===== src/brs_pkg.sv =====
// Shared types, constants and codes of the block request splitter.
`timescale 1ns / 1ps

package brs_pkg;

  localparam int CHUNK_SECTORS      = 256;
  localparam int MAX_RUN_SEGMENTS   = 1024;
  localparam int MAX_BATCH_SEGMENTS = 64;
  localparam int COUNT_LIMIT        = 8192;

  localparam int SECTOR_W   = 48;
  localparam int COUNT_W    = 14;
  localparam int CMD_CNT_W  = 16;
  localparam int OFFSET_W   = 13;
  localparam int SEG_IDX_W  = 10;
  localparam int SEG_TOT_W  = 7;
  localparam int CFG_IDX_W  = 3;

  typedef enum logic [1:0] {
    OP_READ     = 2'd0,
    OP_WRITE    = 2'd1,
    OP_SEGMENT  = 2'd2,
    OP_RESERVED = 2'd3
  } op_e;

  typedef enum logic [2:0] {
    KIND_DONE   = 3'd0,
    KIND_READ   = 3'd1,
    KIND_WRITE  = 3'd2,
    KIND_WRITEV = 3'd3,
    KIND_GONE   = 3'd4,
    KIND_BIG    = 3'd5,
    KIND_UNSUP  = 3'd6
  } cmd_kind_e;

  typedef enum logic [CFG_IDX_W-1:0] {
    CFG_PARTITION_BASE = 3'd0,
    CFG_DEVICE_GONE    = 3'd1,
    CFG_WRITE_ALLOWED  = 3'd2,
    CFG_BATCH_SEGS     = 3'd3,
    CFG_BATCH_SECTORS  = 3'd4
  } cfg_idx_e;

  typedef enum logic [1:0] {
    ALU_START_BASE,
    ALU_CHUNK_ADDR,
    ALU_CURSOR_ADV
  } alu_sel_e;

  typedef enum logic [3:0] {
    ST_IDLE,
    ST_DECODE,
    ST_ERROR,
    ST_DONE,
    ST_SEG,
    ST_PRE,
    ST_BIGFLUSH,
    ST_CHUNK,
    ST_ADV,
    ST_FINAL
  } state_e;

  typedef struct packed {
    logic [SECTOR_W-1:0] partition_base;
    logic                device_gone;
    logic                write_allowed;
    logic [6:0]          batch_max_segments;
    logic [15:0]         batch_max_sectors;
  } cfg_t;

  typedef struct packed {
    cmd_kind_e            kind;
    logic [SECTOR_W-1:0]  sector;
    logic [CMD_CNT_W-1:0] count;
    logic [OFFSET_W-1:0]  offset;
    logic [SEG_IDX_W-1:0] first;
    logic [SEG_TOT_W-1:0] total;
    logic                 last;
  } res_t;

endpackage


===== src/brs_alu.sv =====
// Shared 48-bit sector adder with its operand selection.
`timescale 1ns / 1ps

module brs_alu (
  input  brs_pkg::alu_sel_e                   sel_i,
  input  logic [brs_pkg::SECTOR_W-1:0]        start_i,
  input  logic [brs_pkg::SECTOR_W-1:0]        base_i,
  input  logic [brs_pkg::SECTOR_W-1:0]        chunk_base_i,
  input  logic [brs_pkg::COUNT_W-1:0]         offset_i,
  input  logic [brs_pkg::SECTOR_W-1:0]        cursor_i,
  input  logic [brs_pkg::COUNT_W-1:0]         count_i,
  output logic [brs_pkg::SECTOR_W-1:0]        sum_o
);

  logic [brs_pkg::SECTOR_W-1:0] a;
  logic [brs_pkg::SECTOR_W-1:0] b;

  always_comb begin
    case (sel_i)
      brs_pkg::ALU_START_BASE: begin
        a = start_i;
        b = base_i;
      end
      brs_pkg::ALU_CHUNK_ADDR: begin
        a = chunk_base_i;
        b = brs_pkg::SECTOR_W'(offset_i);
      end
      brs_pkg::ALU_CURSOR_ADV: begin
        a = cursor_i;
        b = brs_pkg::SECTOR_W'(count_i);
      end
      default: begin
        a = start_i;
        b = base_i;
      end
    endcase
  end

  // Sector addresses wrap at 48 bits.
  assign sum_o = a + b;

endmodule


===== src/brs_ctrl.sv =====
// Sequencer that walks one request through decode, chunking and batching.
`timescale 1ns / 1ps

module brs_ctrl (
  input  logic                              clk_i,
  input  logic                              rst_ni,
  input  brs_pkg::cfg_t                     cfg_i,
  input  logic                              in_valid_i,
  output logic                              in_stall_o,
  input  logic [1:0]                        operation_i,
  input  logic [brs_pkg::SECTOR_W-1:0]      start_i,
  input  logic [brs_pkg::COUNT_W-1:0]       count_i,
  input  logic                              last_i,
  output logic                              res_valid_o,
  output brs_pkg::res_t                     res_o,
  input  logic                              res_ready_i
);

  brs_pkg::state_e state_q, state_d;

  brs_pkg::op_e                   op_q;
  logic [brs_pkg::SECTOR_W-1:0]   start_q;
  logic [brs_pkg::COUNT_W-1:0]    cnt_q;
  logic                           last_q;
  logic [brs_pkg::SECTOR_W-1:0]   abs_q, abs_d;
  logic [brs_pkg::COUNT_W-1:0]    off_q, off_d;
  brs_pkg::cmd_kind_e             err_kind_q, err_kind_d;

  logic                           run_active_q, run_active_d;
  logic [brs_pkg::SECTOR_W-1:0]   cursor_q, cursor_d;
  logic [brs_pkg::SEG_IDX_W-1:0]  idx_q, idx_d;
  logic [brs_pkg::SECTOR_W-1:0]   psector_q, psector_d;
  logic [brs_pkg::SEG_IDX_W-1:0]  pfirst_q, pfirst_d;
  logic [brs_pkg::SEG_TOT_W-1:0]  pseg_q, pseg_d;
  logic [15:0]                    psec_q, psec_d;

  brs_pkg::alu_sel_e              alu_sel;
  logic [brs_pkg::SECTOR_W-1:0]   alu_sum;
  logic [brs_pkg::SECTOR_W-1:0]   chunk_base;

  logic [6:0]                     seg_limit;
  logic                           seg_disabled;
  logic                           too_big;
  logic                           chunk_seg;
  logic                           pre_flush;
  logic [brs_pkg::COUNT_W-1:0]    left;
  logic [brs_pkg::COUNT_W-1:0]    chunk_len;
  logic                           chunk_final;
  logic [brs_pkg::SEG_IDX_W-1:0]  idx_next;
  logic                           take;
  brs_pkg::res_t                  flush_res;

  assign chunk_base = (op_q == brs_pkg::OP_SEGMENT) ? cursor_q : abs_q;

  brs_alu u_alu (
    .sel_i        (alu_sel),
    .start_i      (start_q),
    .base_i       (cfg_i.partition_base),
    .chunk_base_i (chunk_base),
    .offset_i     (off_q),
    .cursor_i     (cursor_q),
    .count_i      (cnt_q),
    .sum_o        (alu_sum)
  );

  assign seg_limit = (cfg_i.batch_max_segments > 7'(brs_pkg::MAX_BATCH_SEGMENTS)) ?
                     7'(brs_pkg::MAX_BATCH_SEGMENTS) : cfg_i.batch_max_segments;
  assign seg_disabled = !cfg_i.write_allowed || (seg_limit == '0) ||
                        (cfg_i.batch_max_sectors == '0);
  assign too_big   = cnt_q > brs_pkg::COUNT_W'(brs_pkg::COUNT_LIMIT);
  assign chunk_seg = 16'(cnt_q) > cfg_i.batch_max_sectors;
  // The open batch is closed before this segment when it is full or would overflow.
  assign pre_flush = (pseg_q != '0) &&
                     ((pseg_q >= seg_limit) ||
                      ((17'(psec_q) + 17'(cnt_q)) > 17'(cfg_i.batch_max_sectors)));

  assign left        = cnt_q - off_q;
  assign chunk_final = left <= brs_pkg::COUNT_W'(brs_pkg::CHUNK_SECTORS);
  assign chunk_len   = chunk_final ? left : brs_pkg::COUNT_W'(brs_pkg::CHUNK_SECTORS);
  assign idx_next    = (idx_q == brs_pkg::SEG_IDX_W'(brs_pkg::MAX_RUN_SEGMENTS - 1)) ?
                       '0 : idx_q + brs_pkg::SEG_IDX_W'(1);

  always_comb begin
    flush_res        = '0;
    flush_res.kind   = (pseg_q == 7'd1) ? brs_pkg::KIND_WRITE : brs_pkg::KIND_WRITEV;
    flush_res.sector = psector_q;
    flush_res.count  = psec_q;
    flush_res.first  = pfirst_q;
    flush_res.total  = pseg_q;
  end

  assign in_stall_o = (state_q != brs_pkg::ST_IDLE);
  assign take       = res_valid_o && res_ready_i;

  always_comb begin
    state_d      = state_q;
    abs_d        = abs_q;
    off_d        = off_q;
    err_kind_d   = err_kind_q;
    run_active_d = run_active_q;
    cursor_d     = cursor_q;
    idx_d        = idx_q;
    psector_d    = psector_q;
    pfirst_d     = pfirst_q;
    pseg_d       = pseg_q;
    psec_d       = psec_q;
    alu_sel      = brs_pkg::ALU_START_BASE;
    res_valid_o  = 1'b0;
    res_o        = '0;

    case (state_q)
      brs_pkg::ST_IDLE: begin
        if (in_valid_i) begin
          state_d = brs_pkg::ST_DECODE;
        end
      end

      brs_pkg::ST_DECODE: begin
        alu_sel = brs_pkg::ALU_START_BASE;
        abs_d   = alu_sum;
        off_d   = '0;
        state_d = brs_pkg::ST_ERROR;
        case (op_q)
          brs_pkg::OP_READ, brs_pkg::OP_WRITE: begin
            if (op_q == brs_pkg::OP_WRITE && !cfg_i.write_allowed) begin
              err_kind_d = brs_pkg::KIND_UNSUP;
            end else if (cfg_i.device_gone) begin
              err_kind_d = brs_pkg::KIND_GONE;
            end else if (too_big) begin
              err_kind_d = brs_pkg::KIND_BIG;
            end else if (cnt_q == '0) begin
              state_d = brs_pkg::ST_DONE;
            end else begin
              state_d = brs_pkg::ST_CHUNK;
            end
          end
          brs_pkg::OP_SEGMENT: begin
            if (seg_disabled || cfg_i.device_gone) begin
              // A failing segment drops the open run and its batch.
              err_kind_d   = seg_disabled ? brs_pkg::KIND_UNSUP : brs_pkg::KIND_GONE;
              run_active_d = 1'b0;
              pseg_d       = '0;
              psec_d       = '0;
            end else begin
              if (!run_active_q) begin
                run_active_d = 1'b1;
                cursor_d     = alu_sum;
                idx_d        = '0;
                pseg_d       = '0;
                psec_d       = '0;
              end
              state_d = brs_pkg::ST_SEG;
            end
          end
          default: begin
            err_kind_d = brs_pkg::KIND_UNSUP;
          end
        endcase
      end

      brs_pkg::ST_ERROR: begin
        res_valid_o = 1'b1;
        res_o.kind  = err_kind_q;
        res_o.count = 16'(cnt_q);
        res_o.last  = 1'b1;
        if (take) begin
          state_d = brs_pkg::ST_IDLE;
        end
      end

      brs_pkg::ST_DONE: begin
        res_valid_o  = 1'b1;
        res_o.kind   = brs_pkg::KIND_DONE;
        res_o.sector = abs_q;
        res_o.total  = 7'd1;
        res_o.last   = 1'b1;
        if (take) begin
          state_d = brs_pkg::ST_IDLE;
        end
      end

      brs_pkg::ST_SEG: begin
        if (too_big) begin
          err_kind_d = brs_pkg::KIND_BIG;
          state_d    = brs_pkg::ST_ERROR;
          if (last_q) begin
            run_active_d = 1'b0;
            if (pseg_q != '0) begin
              state_d = brs_pkg::ST_BIGFLUSH;
            end
          end
        end else if (pre_flush) begin
          state_d = brs_pkg::ST_PRE;
        end else if (chunk_seg) begin
          state_d = brs_pkg::ST_CHUNK;
        end else begin
          state_d = brs_pkg::ST_ADV;
        end
      end

      brs_pkg::ST_PRE: begin
        res_valid_o = 1'b1;
        res_o       = flush_res;
        // Nothing follows when the segment is absorbed and the run goes on.
        res_o.last  = !chunk_seg && !last_q;
        if (take) begin
          pseg_d  = '0;
          psec_d  = '0;
          state_d = chunk_seg ? brs_pkg::ST_CHUNK : brs_pkg::ST_ADV;
        end
      end

      brs_pkg::ST_BIGFLUSH: begin
        res_valid_o = 1'b1;
        res_o       = flush_res;
        res_o.last  = 1'b0;
        if (take) begin
          pseg_d  = '0;
          psec_d  = '0;
          state_d = brs_pkg::ST_ERROR;
        end
      end

      brs_pkg::ST_CHUNK: begin
        alu_sel      = brs_pkg::ALU_CHUNK_ADDR;
        res_valid_o  = 1'b1;
        res_o.kind   = (op_q == brs_pkg::OP_READ) ? brs_pkg::KIND_READ : brs_pkg::KIND_WRITE;
        res_o.sector = alu_sum;
        res_o.count  = 16'(chunk_len);
        res_o.offset = off_q[brs_pkg::OFFSET_W-1:0];
        res_o.first  = (op_q == brs_pkg::OP_SEGMENT) ? idx_q : '0;
        res_o.total  = 7'd1;
        res_o.last   = chunk_final;
        if (take) begin
          off_d = off_q + chunk_len;
          if (chunk_final) begin
            state_d = (op_q == brs_pkg::OP_SEGMENT) ? brs_pkg::ST_ADV : brs_pkg::ST_IDLE;
          end
        end
      end

      brs_pkg::ST_ADV: begin
        alu_sel  = brs_pkg::ALU_CURSOR_ADV;
        cursor_d = alu_sum;
        idx_d    = idx_next;
        if (!chunk_seg) begin
          if (pseg_q == '0) begin
            psector_d = cursor_q;
            pfirst_d  = idx_q;
          end
          pseg_d = pseg_q + 7'd1;
          psec_d = psec_q + 16'(cnt_q);
        end
        state_d = brs_pkg::ST_IDLE;
        if (last_q) begin
          run_active_d = 1'b0;
          if (!chunk_seg) begin
            state_d = brs_pkg::ST_FINAL;
          end
        end
      end

      brs_pkg::ST_FINAL: begin
        res_valid_o = 1'b1;
        res_o       = flush_res;
        res_o.last  = 1'b1;
        if (take) begin
          pseg_d  = '0;
          psec_d  = '0;
          state_d = brs_pkg::ST_IDLE;
        end
      end

      default: begin
        state_d = brs_pkg::ST_IDLE;
      end
    endcase
  end

  always_ff @(posedge clk_i or negedge rst_ni) begin
    if (!rst_ni) begin
      state_q      <= brs_pkg::ST_IDLE;
      run_active_q <= 1'b0;
      cursor_q     <= '0;
      idx_q        <= '0;
      psector_q    <= '0;
      pfirst_q     <= '0;
      pseg_q       <= '0;
      psec_q       <= '0;
    end else begin
      state_q      <= state_d;
      run_active_q <= run_active_d;
      cursor_q     <= cursor_d;
      idx_q        <= idx_d;
      psector_q    <= psector_d;
      pfirst_q     <= pfirst_d;
      pseg_q       <= pseg_d;
      psec_q       <= psec_d;
    end
  end

  always_ff @(posedge clk_i) begin
    if (state_q == brs_pkg::ST_IDLE && in_valid_i) begin
      op_q    <= brs_pkg::op_e'(operation_i);
      start_q <= start_i;
      cnt_q   <= count_i;
      last_q  <= last_i;
    end
    abs_q      <= abs_d;
    off_q      <= off_d;
    err_kind_q <= err_kind_d;
  end

endmodule


===== src/block_request_splitter.sv =====
// Top level of the block request splitter: configuration, sequencer and result register.
//
//   channel  direction  handshake               payload
//   in       input      in_valid_i/in_stall_o   operation, start_sector, num_sectors,
//                                               last_segment
//   out      output     out_valid_o/out_stall_i cmd_kind ... last_of_run
//   cfg      input      cfg_valid_i/cfg_ready_o cfg_index_i, cfg_data_i
//
// A read or write is accepted, decoded and then gives one result per chunk; a
// request of N sectors (1 to 8192) gives ceil(N/256) results. A vectored segment
// is accepted, decoded and checked, may first close an open batch, is then chunked
// or added to the batch, and the cursor advances; the last segment of a run closes the batch.
// The sequencer has a single result port and one shared sector adder.
// Reset is asynchronous and clears the run and batch state; a stall on the result
// side holds the sequencer, and no new request is taken until the last result
// of the current one has left the sequencer.
`timescale 1ns / 1ps

module block_request_splitter (
  input  logic                                clk_i,
  input  logic                                rst_ni,
  input  logic                                in_valid_i,
  output logic                                in_stall_o,
  input  logic [1:0]                          operation_i,
  input  logic [brs_pkg::SECTOR_W-1:0]        start_sector_i,
  input  logic [brs_pkg::COUNT_W-1:0]         num_sectors_i,
  input  logic                                last_segment_i,
  output logic                                out_valid_o,
  input  logic                                out_stall_i,
  output logic [2:0]                          cmd_kind_o,
  output logic [brs_pkg::SECTOR_W-1:0]        cmd_sector_o,
  output logic [brs_pkg::CMD_CNT_W-1:0]       cmd_count_o,
  output logic [brs_pkg::OFFSET_W-1:0]        buffer_offset_o,
  output logic [brs_pkg::SEG_IDX_W-1:0]       first_segment_o,
  output logic [brs_pkg::SEG_TOT_W-1:0]       segment_total_o,
  output logic                                last_of_run_o,
  input  logic                                cfg_valid_i,
  output logic                                cfg_ready_o,
  input  logic [brs_pkg::CFG_IDX_W-1:0]       cfg_index_i,
  input  logic [brs_pkg::SECTOR_W-1:0]        cfg_data_i
);

  brs_pkg::cfg_t cfg_q;
  brs_pkg::res_t res;
  brs_pkg::res_t out_q;
  logic          res_valid;
  logic          res_ready;
  logic          out_valid_q;

  // Writes must come only while the block is idle; the block does not enforce this, and the port is always open.
  assign cfg_ready_o = 1'b1;

  always_ff @(posedge clk_i or negedge rst_ni) begin
    if (!rst_ni) begin
      cfg_q <= '0;
    end else if (cfg_valid_i && cfg_ready_o) begin
      case (cfg_index_i)
        brs_pkg::CFG_PARTITION_BASE: cfg_q.partition_base     <= cfg_data_i;
        brs_pkg::CFG_DEVICE_GONE:    cfg_q.device_gone        <= cfg_data_i[0];
        brs_pkg::CFG_WRITE_ALLOWED:  cfg_q.write_allowed      <= cfg_data_i[0];
        brs_pkg::CFG_BATCH_SEGS:     cfg_q.batch_max_segments <= cfg_data_i[6:0];
        brs_pkg::CFG_BATCH_SECTORS:  cfg_q.batch_max_sectors  <= cfg_data_i[15:0];
        default: begin
        end
      endcase
    end
  end

  brs_ctrl u_ctrl (
    .clk_i       (clk_i),
    .rst_ni      (rst_ni),
    .cfg_i       (cfg_q),
    .in_valid_i  (in_valid_i),
    .in_stall_o  (in_stall_o),
    .operation_i (operation_i),
    .start_i     (start_sector_i),
    .count_i     (num_sectors_i),
    .last_i      (last_segment_i),
    .res_valid_o (res_valid),
    .res_o       (res),
    .res_ready_i (res_ready)
  );

  // The result register takes a new transaction when empty or being drained.
  assign res_ready = !out_valid_q || !out_stall_i;

  always_ff @(posedge clk_i or negedge rst_ni) begin
    if (!rst_ni) begin
      out_valid_q <= 1'b0;
    end else if (res_ready) begin
      out_valid_q <= res_valid;
    end
  end

  always_ff @(posedge clk_i) begin
    if (res_ready && res_valid) begin
      out_q <= res;
    end
  end

  assign out_valid_o     = out_valid_q;
  assign cmd_kind_o      = out_q.kind;
  assign cmd_sector_o    = out_q.sector;
  assign cmd_count_o     = out_q.count;
  assign buffer_offset_o = out_q.offset;
  assign first_segment_o = out_q.first;
  assign segment_total_o = out_q.total;
  assign last_of_run_o   = out_q.last;

  a_busy_after_accept: assert property (
    @(posedge clk_i) disable iff (!rst_ni)
    (in_valid_i && !in_stall_o) |=> in_stall_o
  ) else $error("request accepted while the sequencer stays open");

  a_batch_total_bound: assert property (
    @(posedge clk_i) disable iff (!rst_ni)
    out_valid_o |-> (segment_total_o <= 7'(brs_pkg::MAX_BATCH_SEGMENTS))
  ) else $error("vectored command covers too many segments");

  a_read_chunk_size: assert property (
    @(posedge clk_i) disable iff (!rst_ni)
    (out_valid_o && (cmd_kind_o == 3'(brs_pkg::KIND_READ))) |->
      ((cmd_count_o != '0) && (cmd_count_o <= 16'(brs_pkg::CHUNK_SECTORS)))
  ) else $error("read chunk size out of range");

endmodule

===== config.mk =====
export PLATFORM = sky130hd
export DESIGN_NAME = block_request_splitter
export DESIGN_NICKNAME = d
export VERILOG_FILES = /design/src/brs_pkg.sv /design/src/brs_alu.sv /design/src/brs_ctrl.sv /design/src/block_request_splitter.sv
export SDC_FILE = /design/constraint.sdc
export NUM_CORES = 1
export LEC_CHECK = 0
export ABC_CLOCK_PERIOD_IN_PS = 6400
export BUFFER_PORTS_ARGS = -buffer_cell sky130_fd_sc_hd__buf_2
export CAP_MARGIN = 25
export CORE_MARGIN = 4
export CORE_UTILIZATION = 55
export DETAILED_ROUTE_END_ITERATION = 7
export PLACE_DENSITY = 0.76
export SYNTH_ARGS = -nofsm -noshare
export SYNTH_HDL_FRONTEND = slang
export SYNTH_SLANG_ARGS = --single-unit

===== constraint.sdc =====
create_clock -name clk_i -period 6.4 [get_ports clk_i]
set_input_delay 0 -clock clk_i [delete_from_list [all_inputs] [get_ports clk_i]]
set_output_delay 0 -clock clk_i [all_outputs]
set_load 0.1 [all_outputs]

==> impl_metrics.json, run 1 <==
{
  "status": "completed",
  "pwr_density_cell_nw_per_um2": 545,
  "grt_pass1_vias": 19500,
  "grt_use_total_pct": 29.3,
  "worstSetupPathType": "reg -> reg",
  "finalHoldViolCount": 0,
  "crit_fanout": 8,
  "post-route-period-util_pct": 93.1,
  "period_minus_slack_ns": 5.96,
  "netlist_instances": 2327,
  "crit_path_max_incr_delay_ns": 0.56,
  "worstPathRequired_ns": 6.73,
  "crit_family": "compound AO/OA/AOI/OAI gates",
  "clk_pin_slew_worst_paths_ns": 0.06,
  "cpMaxStageDelayCell": "edfxtp_1",
  "cts_buffer_depth": 3,
  "drt-total-wl_um": 71900,
  "synth_edf_count": 228,
  "routed_via_density": 6.11,
  "yosys_register_bits": 446,
  "relSlewSlack_pct": 29.1,
  "wl_per_cell_um": 22.0,
  "ys_warn_count": 0,
  "core_area_um2": 44100,
  "pre_cts_ws_ns": 0.344,
  "die_h_um": 219,
  "antenna_cells": 0,
  "setup_viol": 0,
  "cts_buffers": 47,
  "grt_pass1_wl_um": 110000,
  "irDropWorstVdd_v": 0.000351,
  "clk_latency_ns": 0.60,
  "num_rows": 77,
  "layout_common_cells": "nand2_1, edfxtp_1, buf_2, dfrtp_1, nor2_1",
  "areaGrowthSynthToFinish_pct": 18.8,
  "maxCapViolCount": 0,
  "cts_resized": 0,
  "rsz0062_at_grt": "false",
  "drc_errors": 0,
  "clockRootBuffer": "clkbuf_16",
  "crit_path_end_kind": "register",
  "drv_slew": 0,
  "cp_common_cell": "o21ai_0",
  "finClkSkew_ns": 0.0233,
  "ys.flop_type": "edfxtp_1",
  "worst_slew_pin_slew_ns": 1.06,
  "dieArea_um2": 48000,
  "p_leak_uw": 0.0129,
  "cts_tree": "done",
  "htree_levels": 2,
  "layout_commonest_cell": "nand2_1",
  "worst-endpoint-arrival_ns": 6.29,
  "max_freq_mhz": 168,
  "reg2reg_slack_ns": 0.44,
  "gp_congestion": 0.933,
  "hp-class": "in -> async",
  "ioPinCount": 222,
  "ys_seq_area_share_pct": 50.2,
  "antenna_left": 0,
  "setup_slack_ns": 0.443,
  "synth.cell_area_um2": 24500,
  "drive_gt1_share_pct": 19.4,
  "grt_max_degree": 116,
  "crit_chain": "inv_1 > ha_1 > fa_1 > nand2b_1 > a211o_1 > a211oi_1 > o21ai_0 > a22oi_1 > nand4_1 > buf_4 > or3b_2 > fa_1 > nor2b_1 > o21ai_0 > a21boi_0 > o21ai_0 > a21boi_0 > o21ai_0 > a21boi_0 > o21ai_0 > a21oi_1 > xnor2_1 > nor2_1",
  "setup_tns_ns": 0,
  "cp-start-kind": "register",
  "start_util_pct": 55.5,
  "dp_hpwl_um": 48400,
  "grt.overflow.total": 0,
  "port-buffer-count": 220,
  "syn_avg_cell_area_um2": 10.5,
  "clock-sinks": 446,
  "nNetsFinal": 2898,
  "drt_iter0_markers": 1922,
  "drtPass1Iterations": 8,
  "path_buf_inv": 2,
  "synthArstFlopShare_pct": 48.9,
  "vias": 20000,
  "dieWidth_um": 219,
  "synth_cell_types": 71,
  "antenna_found_initial": 0
}
## area by class of cell
class                           count  area (um^2)
Timing Repair Buffer              381         2660
Inverter                          112          420
Clock inverter                     22          225
Multi-Input combinational cell   1655        11400
Tap cell                          592          741
Sequential cell                   446        12300
Fill cell                        3442        15000
Clock buffer                       65         1340
## flip-flops by register name, summed over array words and instances (netlist names), 4 cells and up
name,cells
u_ctrl.pfirst_q,10
cmd_sector_o,48
u_ctrl.off_q,14
cmd_count_o,16
u_ctrl.abs_q,48
u_ctrl.cnt_q,14
u_ctrl.psector_q,48
u_ctrl.idx_q,10
u_ctrl.start_q,48
cfg_q,73
buffer_offset_o,13
u_ctrl.psec_q,16
u_ctrl.cursor_q,48
segment_total_o,7
u_ctrl.state_q,4
first_segment_o,10
u_ctrl.pseg_q,7
## per-stage QoR
stage	cells	power [uW]	cell area, um^2	util (%)	hold slack [ns]
floorplan	2330	10900	24500	-	-0.296
finish	3273	15800	29100	65.9	0.0834
global route	3273	16700	29100	65.9	0.0936
CTS	3270	15700	29100	65.8	0.0798
detailed placement	3062	12900	26300	59.6	0.132
global placement	3062	12700	26300	59.6	0.132
## routing by layer
| layer | up-vias | GRT usage [%] | share of wire, % |
|---|---|---|---|
| met4 | 0 | 8.93 | 2.7 |
| met1 | 9820 | 39.5 | 42 |
| met2 | 870 | 49.4 | 48 |
| met5 | - | 0 | 0 |
| met3 | 132 | 4.28 | 7.1 |
| li1 | 9179 | - | - |
## synthesized netlist by cell type, types with 6 or more instances
| cell type | count | share of area, % |
|---|---|---|
| a222oi_1 | 28 | 1.1 |
| o31ai_1 | 10 | 0.31 |
| a211oi_1 | 12 | 0.37 |
| a31oi_1 | 15 | 0.38 |
| clkbuf_1 | 102 | 1.6 |
| or2_2 | 12 | 0.31 |
| o21ai_0 | 134 | 2.7 |
| nor3_1 | 26 | 0.53 |
| o211ai_1 | 7 | 0.21 |
| nand2_1 | 258 | 4.0 |
| ha_1 | 130 | 6.6 |
| nor4_1 | 12 | 0.31 |
| nand2b_1 | 16 | 0.41 |
| nor2_1 | 160 | 2.5 |
| xnor2_1 | 43 | 1.5 |
| and2_1 | 22 | 0.56 |
| edfxtp_1 | 228 | 28 |
| nand3_1 | 27 | 0.55 |
| or3_1 | 6 | 0.15 |
| inv_1 | 112 | 1.7 |
| mux2_2 | 150 | 6.9 |
| o21bai_1 | 10 | 0.31 |
| o21a_1 | 9 | 0.28 |
| xor2_1 | 26 | 0.93 |
| buf_2 | 6 | 0.12 |
| nand4_1 | 21 | 0.54 |
| nor2b_1 | 54 | 1.4 |
| dfrtp_1 | 218 | 22 |
| a22oi_1 | 87 | 2.7 |
| a21o_1 | 80 | 2.5 |
| a311oi_1 | 9 | 0.32 |
| and3_1 | 18 | 0.46 |
| a21oi_1 | 155 | 3.2 |
| buf_1 | 7 | 0.11 |
| a22o_1 | 34 | 1.2 |
| a21boi_0 | 6 | 0.18 |
## cells by family after synthesis
group / share of synthesized area [%]
AO/OA/AOI/OAI: 17.5
adder cells (fa/ha/maj): 6.97
XOR/XNOR: 2.47
multiplexers: 6.98
buffers and inverters: 3.56
flip-flops: 50.2
AND/OR/NAND/NOR: 12.3
other: 0.0307
## power by group
group	switching (uW)	leakage (uW)	internal [uW]	total (uW)
clock	1160	0.000767	1620	2780
sequential	687	0.00491	4320	5000
combinational	5530	0.00727	2530	8060
## worst register-to-register path, stage by stage (launching register included)
cell and delay (ns):
edfxtp_1 0.56, inv_1 0.19, ha_1 0.25, fa_1 0.42, nand2b_1 0.20, a211o_1 0.30
a211oi_1 0.33, o21ai_0 0.12, a22oi_1 0.26, nand4_1 0.13, buf_4 0.19, or3b_2 0.46
fa_1 0.40, nor2b_1 0.17, o21ai_0 0.15, a21boi_0 0.25, o21ai_0 0.14, a21boi_0 0.24
o21ai_0 0.14, a21boi_0 0.26, o21ai_0 0.16, a21oi_1 0.18, xnor2_1 0.14, nor2_1 0.05
## worst paths after layout
path                                           start                                to  cells after the start
max                        u_ctrl.cnt_q[0]$_DFFE_PP_    u_ctrl.off_q[12]$_SDFFCE_PN0P_                     23
min                                           rst_ni             cfg_q[23]$_DFFE_PN0P_                      2
max reg2reg                u_ctrl.cnt_q[0]$_DFFE_PP_    u_ctrl.off_q[12]$_SDFFCE_PN0P_                     23
min reg2reg                    cfg_q[67]$_DFFE_PN0P_             cfg_q[67]$_DFFE_PN0P_                      1
max in group asynchronous                     rst_ni  u_ctrl.psector_q[17]$_DFFE_PN0P_                      3
min in group clk_i                        in_valid_i         u_ctrl.cnt_q[0]$_DFFE_PP_                      2
## what timing repair did
action,CTS,global route
buffers inserted,0,2
hold buffers,121,0
setup endpoints to repair,0,2
hold endpoints to repair,256,0
Note: power is estimated with default switching activity, not from simulation.
==> run 2, diff against run 1 <==
BUFFER_PORTS_ARGS = -buffer_cell sky130_fd_sc_hd__clkbuf_2   (was -buffer_cell sky130_fd_sc_hd__buf_2)
==> impl_metrics.json, run 2 (same netlist as run 1, synthesis figures left out) <==
{
  "status": "finished with violations",
  "violations": "design-rule violations",
  "drtPass1Iterations": 8,
  "num_rows": 77,
  "drive_gt1_share_pct": 19.3,
  "finClkSkew_ns": 0.0220,
  "antenna_left": 0,
  "grt.overflow.total": 0,
  "htree_levels": 2,
  "post-route-period-util_pct": 93.5,
  "crit_fanout": 9,
  "die_h_um": 219,
  "drt-total-wl_um": 72800,
  "worstSetupPathType": "reg -> reg",
  "ioPinCount": 222,
  "fillers": 3410,
  "drv_slew": 0,
  "port-buffer-count": 220,
  "setup_tns_ns": 0,
  "dieArea_um2": 48000,
  "layout_commonest_cell": "nand2_1",
  "multi_input_area_um2": 11400,
  "pre_cts_ws_ns": 0.596,
  "drt_iter0_markers": 1978,
  "maxCapViolCount": 0,
  "hp-class": "in -> async",
  "start_util_pct": 55.5,
  "seq_area_um2": 12300,
  "finalHoldViolCount": 0,
  "vias": 20100,
  "cts_tree": "done",
  "antenna_cells": 0,
  "gp_congestion": 0.977,
  "clk_pin_slew_worst_paths_ns": 0.06,
  "worst_slew_pin_slew_ns": 1.03,
  "drc_errors": 1,
  "clockRootBuffer": "clkbuf_16",
  "hold_ws_ns": 0.0304,
  "period_minus_slack_ns": 5.98,
  "cts_resized": 0,
  "p_leak_uw": 0.0130,
  "sw_frac_of_total_pct": 46.5,
  "setup_slack_ns": 0.416,
  "relSlewSlack_pct": 31.6,
  "grt_max_degree": 130,
  "clkPwrFrac_pct": 17.8,
  "rsz0062_at_grt": "false",
  "wl_per_cell_um": 22.3,
  "post_cts_buffers": 0,
  "nNetsFinal": 2889,
  "routed_via_density": 6.15,
  "cts_buffers": 46,
  "grt_pass1_wl_um": 113000,
  "cp-start-kind": "register",
  "layout_common_cells": "nand2_1, edfxtp_1, clkbuf_2, dfrtp_1, nor2_1",
  "power_frac_comb_pct": 51.0,
  "max_freq_mhz": 167,
  "antenna_found_initial": 0,
  "areaGrowthSynthToFinish_pct": 18.9,
  "dp_cells": 3058,
  "power.switching_uw": 7390,
  "worstPathRequired_ns": 6.72,
  "regMostFlops": "cfg_q",
  "sequentialPowerShare_pct": 31.2,
  "core_area_um2": 44100,
  "dieWidth_um": 219,
  "dp_hpwl_um": 48200,
  "irDropWorstVdd_v": 0.000503,
  "cts_buffer_depth": 3,
  "largest_register_ffs": 73,
  "pwr_density_cell_nw_per_um2": 546,
  "clk_latency_ns": 0.60,
  "grt_use_total_pct": 30.0,
  "crit_path_end_kind": "register",
  "setup_viol": 0,
  "instances_no_fill": 3264,
  "grt_pass1_vias": 20300,
  "clock-sinks": 446,
  "worst-endpoint-arrival_ns": 6.31,
  "internal_power_uw": 8510
}
run 2: metal layers:
metal	share of wire, %	vias to the layer above	global-route usage (%)
met5	0	-	0
met4	4.8	0	13.8
met3	7.8	208	4.54
met2	47	985	49.4
met1	40	9728	39.4
li1	-	9149	-
run 2: area by class of cell:
cell class | instances | share of cell area [%]
Sequential cell | 446 | 42.3
Multi-Input combinational cell | 1655 | 39.2
Timing Repair Buffer | 373 | 9.07
Inverter | 112 | 1.44
Clock buffer | 58 | 4.36
Tap cell | 592 | 2.55
Clock inverter | 28 | 1.11
run 2: timing repair:
action / 4_1_cts / 5_1_grt
hold buffers: 119 / 0
endpoints found under the setup margin: 0 / 1
hold endpoints to repair: 231 / 0
run 2: power by group through the flow:
stage               Combinational, uW  Sequential [uW]  Clock, uW
floorplan                        4540             6390          0
global placement                 7770             4940          0
detailed placement               7880             4980          0
CTS                              7990             4940       2870
global route                     8730             5050       2990
finish                           8110             4960       2820
run 2: stage by stage:
step	power, uW	util, %	instance area [um^2]
after floorplan	10900	-	24500
after global placement	12700	59.6	26300
after detailed placement	12900	59.6	26300
after CTS	15800	65.9	29100
after global routing	16800	66.0	29100
final	15900	66.0	29100
run 2: final timing paths:
check | endpoint | depth (start not counted) | start | slack, ns
worst max register to register | u_ctrl.off_q[12]$_SDFFCE_PN0P_ | 22 | u_ctrl.cnt_q[0]$_DFFE_PP_ | 0.42
max in group asynchronous | cfg_q[12]$_DFFE_PN0P_ | 3 | rst_ni | 5.13
worst max-delay path | u_ctrl.off_q[12]$_SDFFCE_PN0P_ | 22 | u_ctrl.cnt_q[0]$_DFFE_PP_ | 0.42
worst min-delay path | u_ctrl.pfirst_q[4]$_DFFE_PN0P_ | 2 | rst_ni | 0.03
min in group clk_i | u_ctrl.op_q[0]$_DFFE_PP_ | 2 | in_valid_i | 0.06
worst min register to register | cfg_q[68]$_DFFE_PN0P_ | 1 | cfg_q[68]$_DFFE_PN0P_ | 0.50
run 2: worst max-delay path: stages, from the launching register on:
cell and delay [ns]:
edfxtp_1 0.46, inv_1 0.12, ha_1 0.22, fa_1 0.41, nand2b_1 0.21, a211o_1 0.31, a21oi_1 0.26, mux2i_1 0.11
a211oi_1 0.30, nand4_1 0.42, or3b_2 0.59, fa_1 0.39, nor2b_1 0.15, o21ai_0 0.14, a21boi_0 0.28, o21ai_0 0.17
a21boi_0 0.26, o21ai_0 0.14, a21boi_0 0.26, o21ai_0 0.14, a21oi_1 0.19, xnor2_1 0.14, nor2_1 0.05
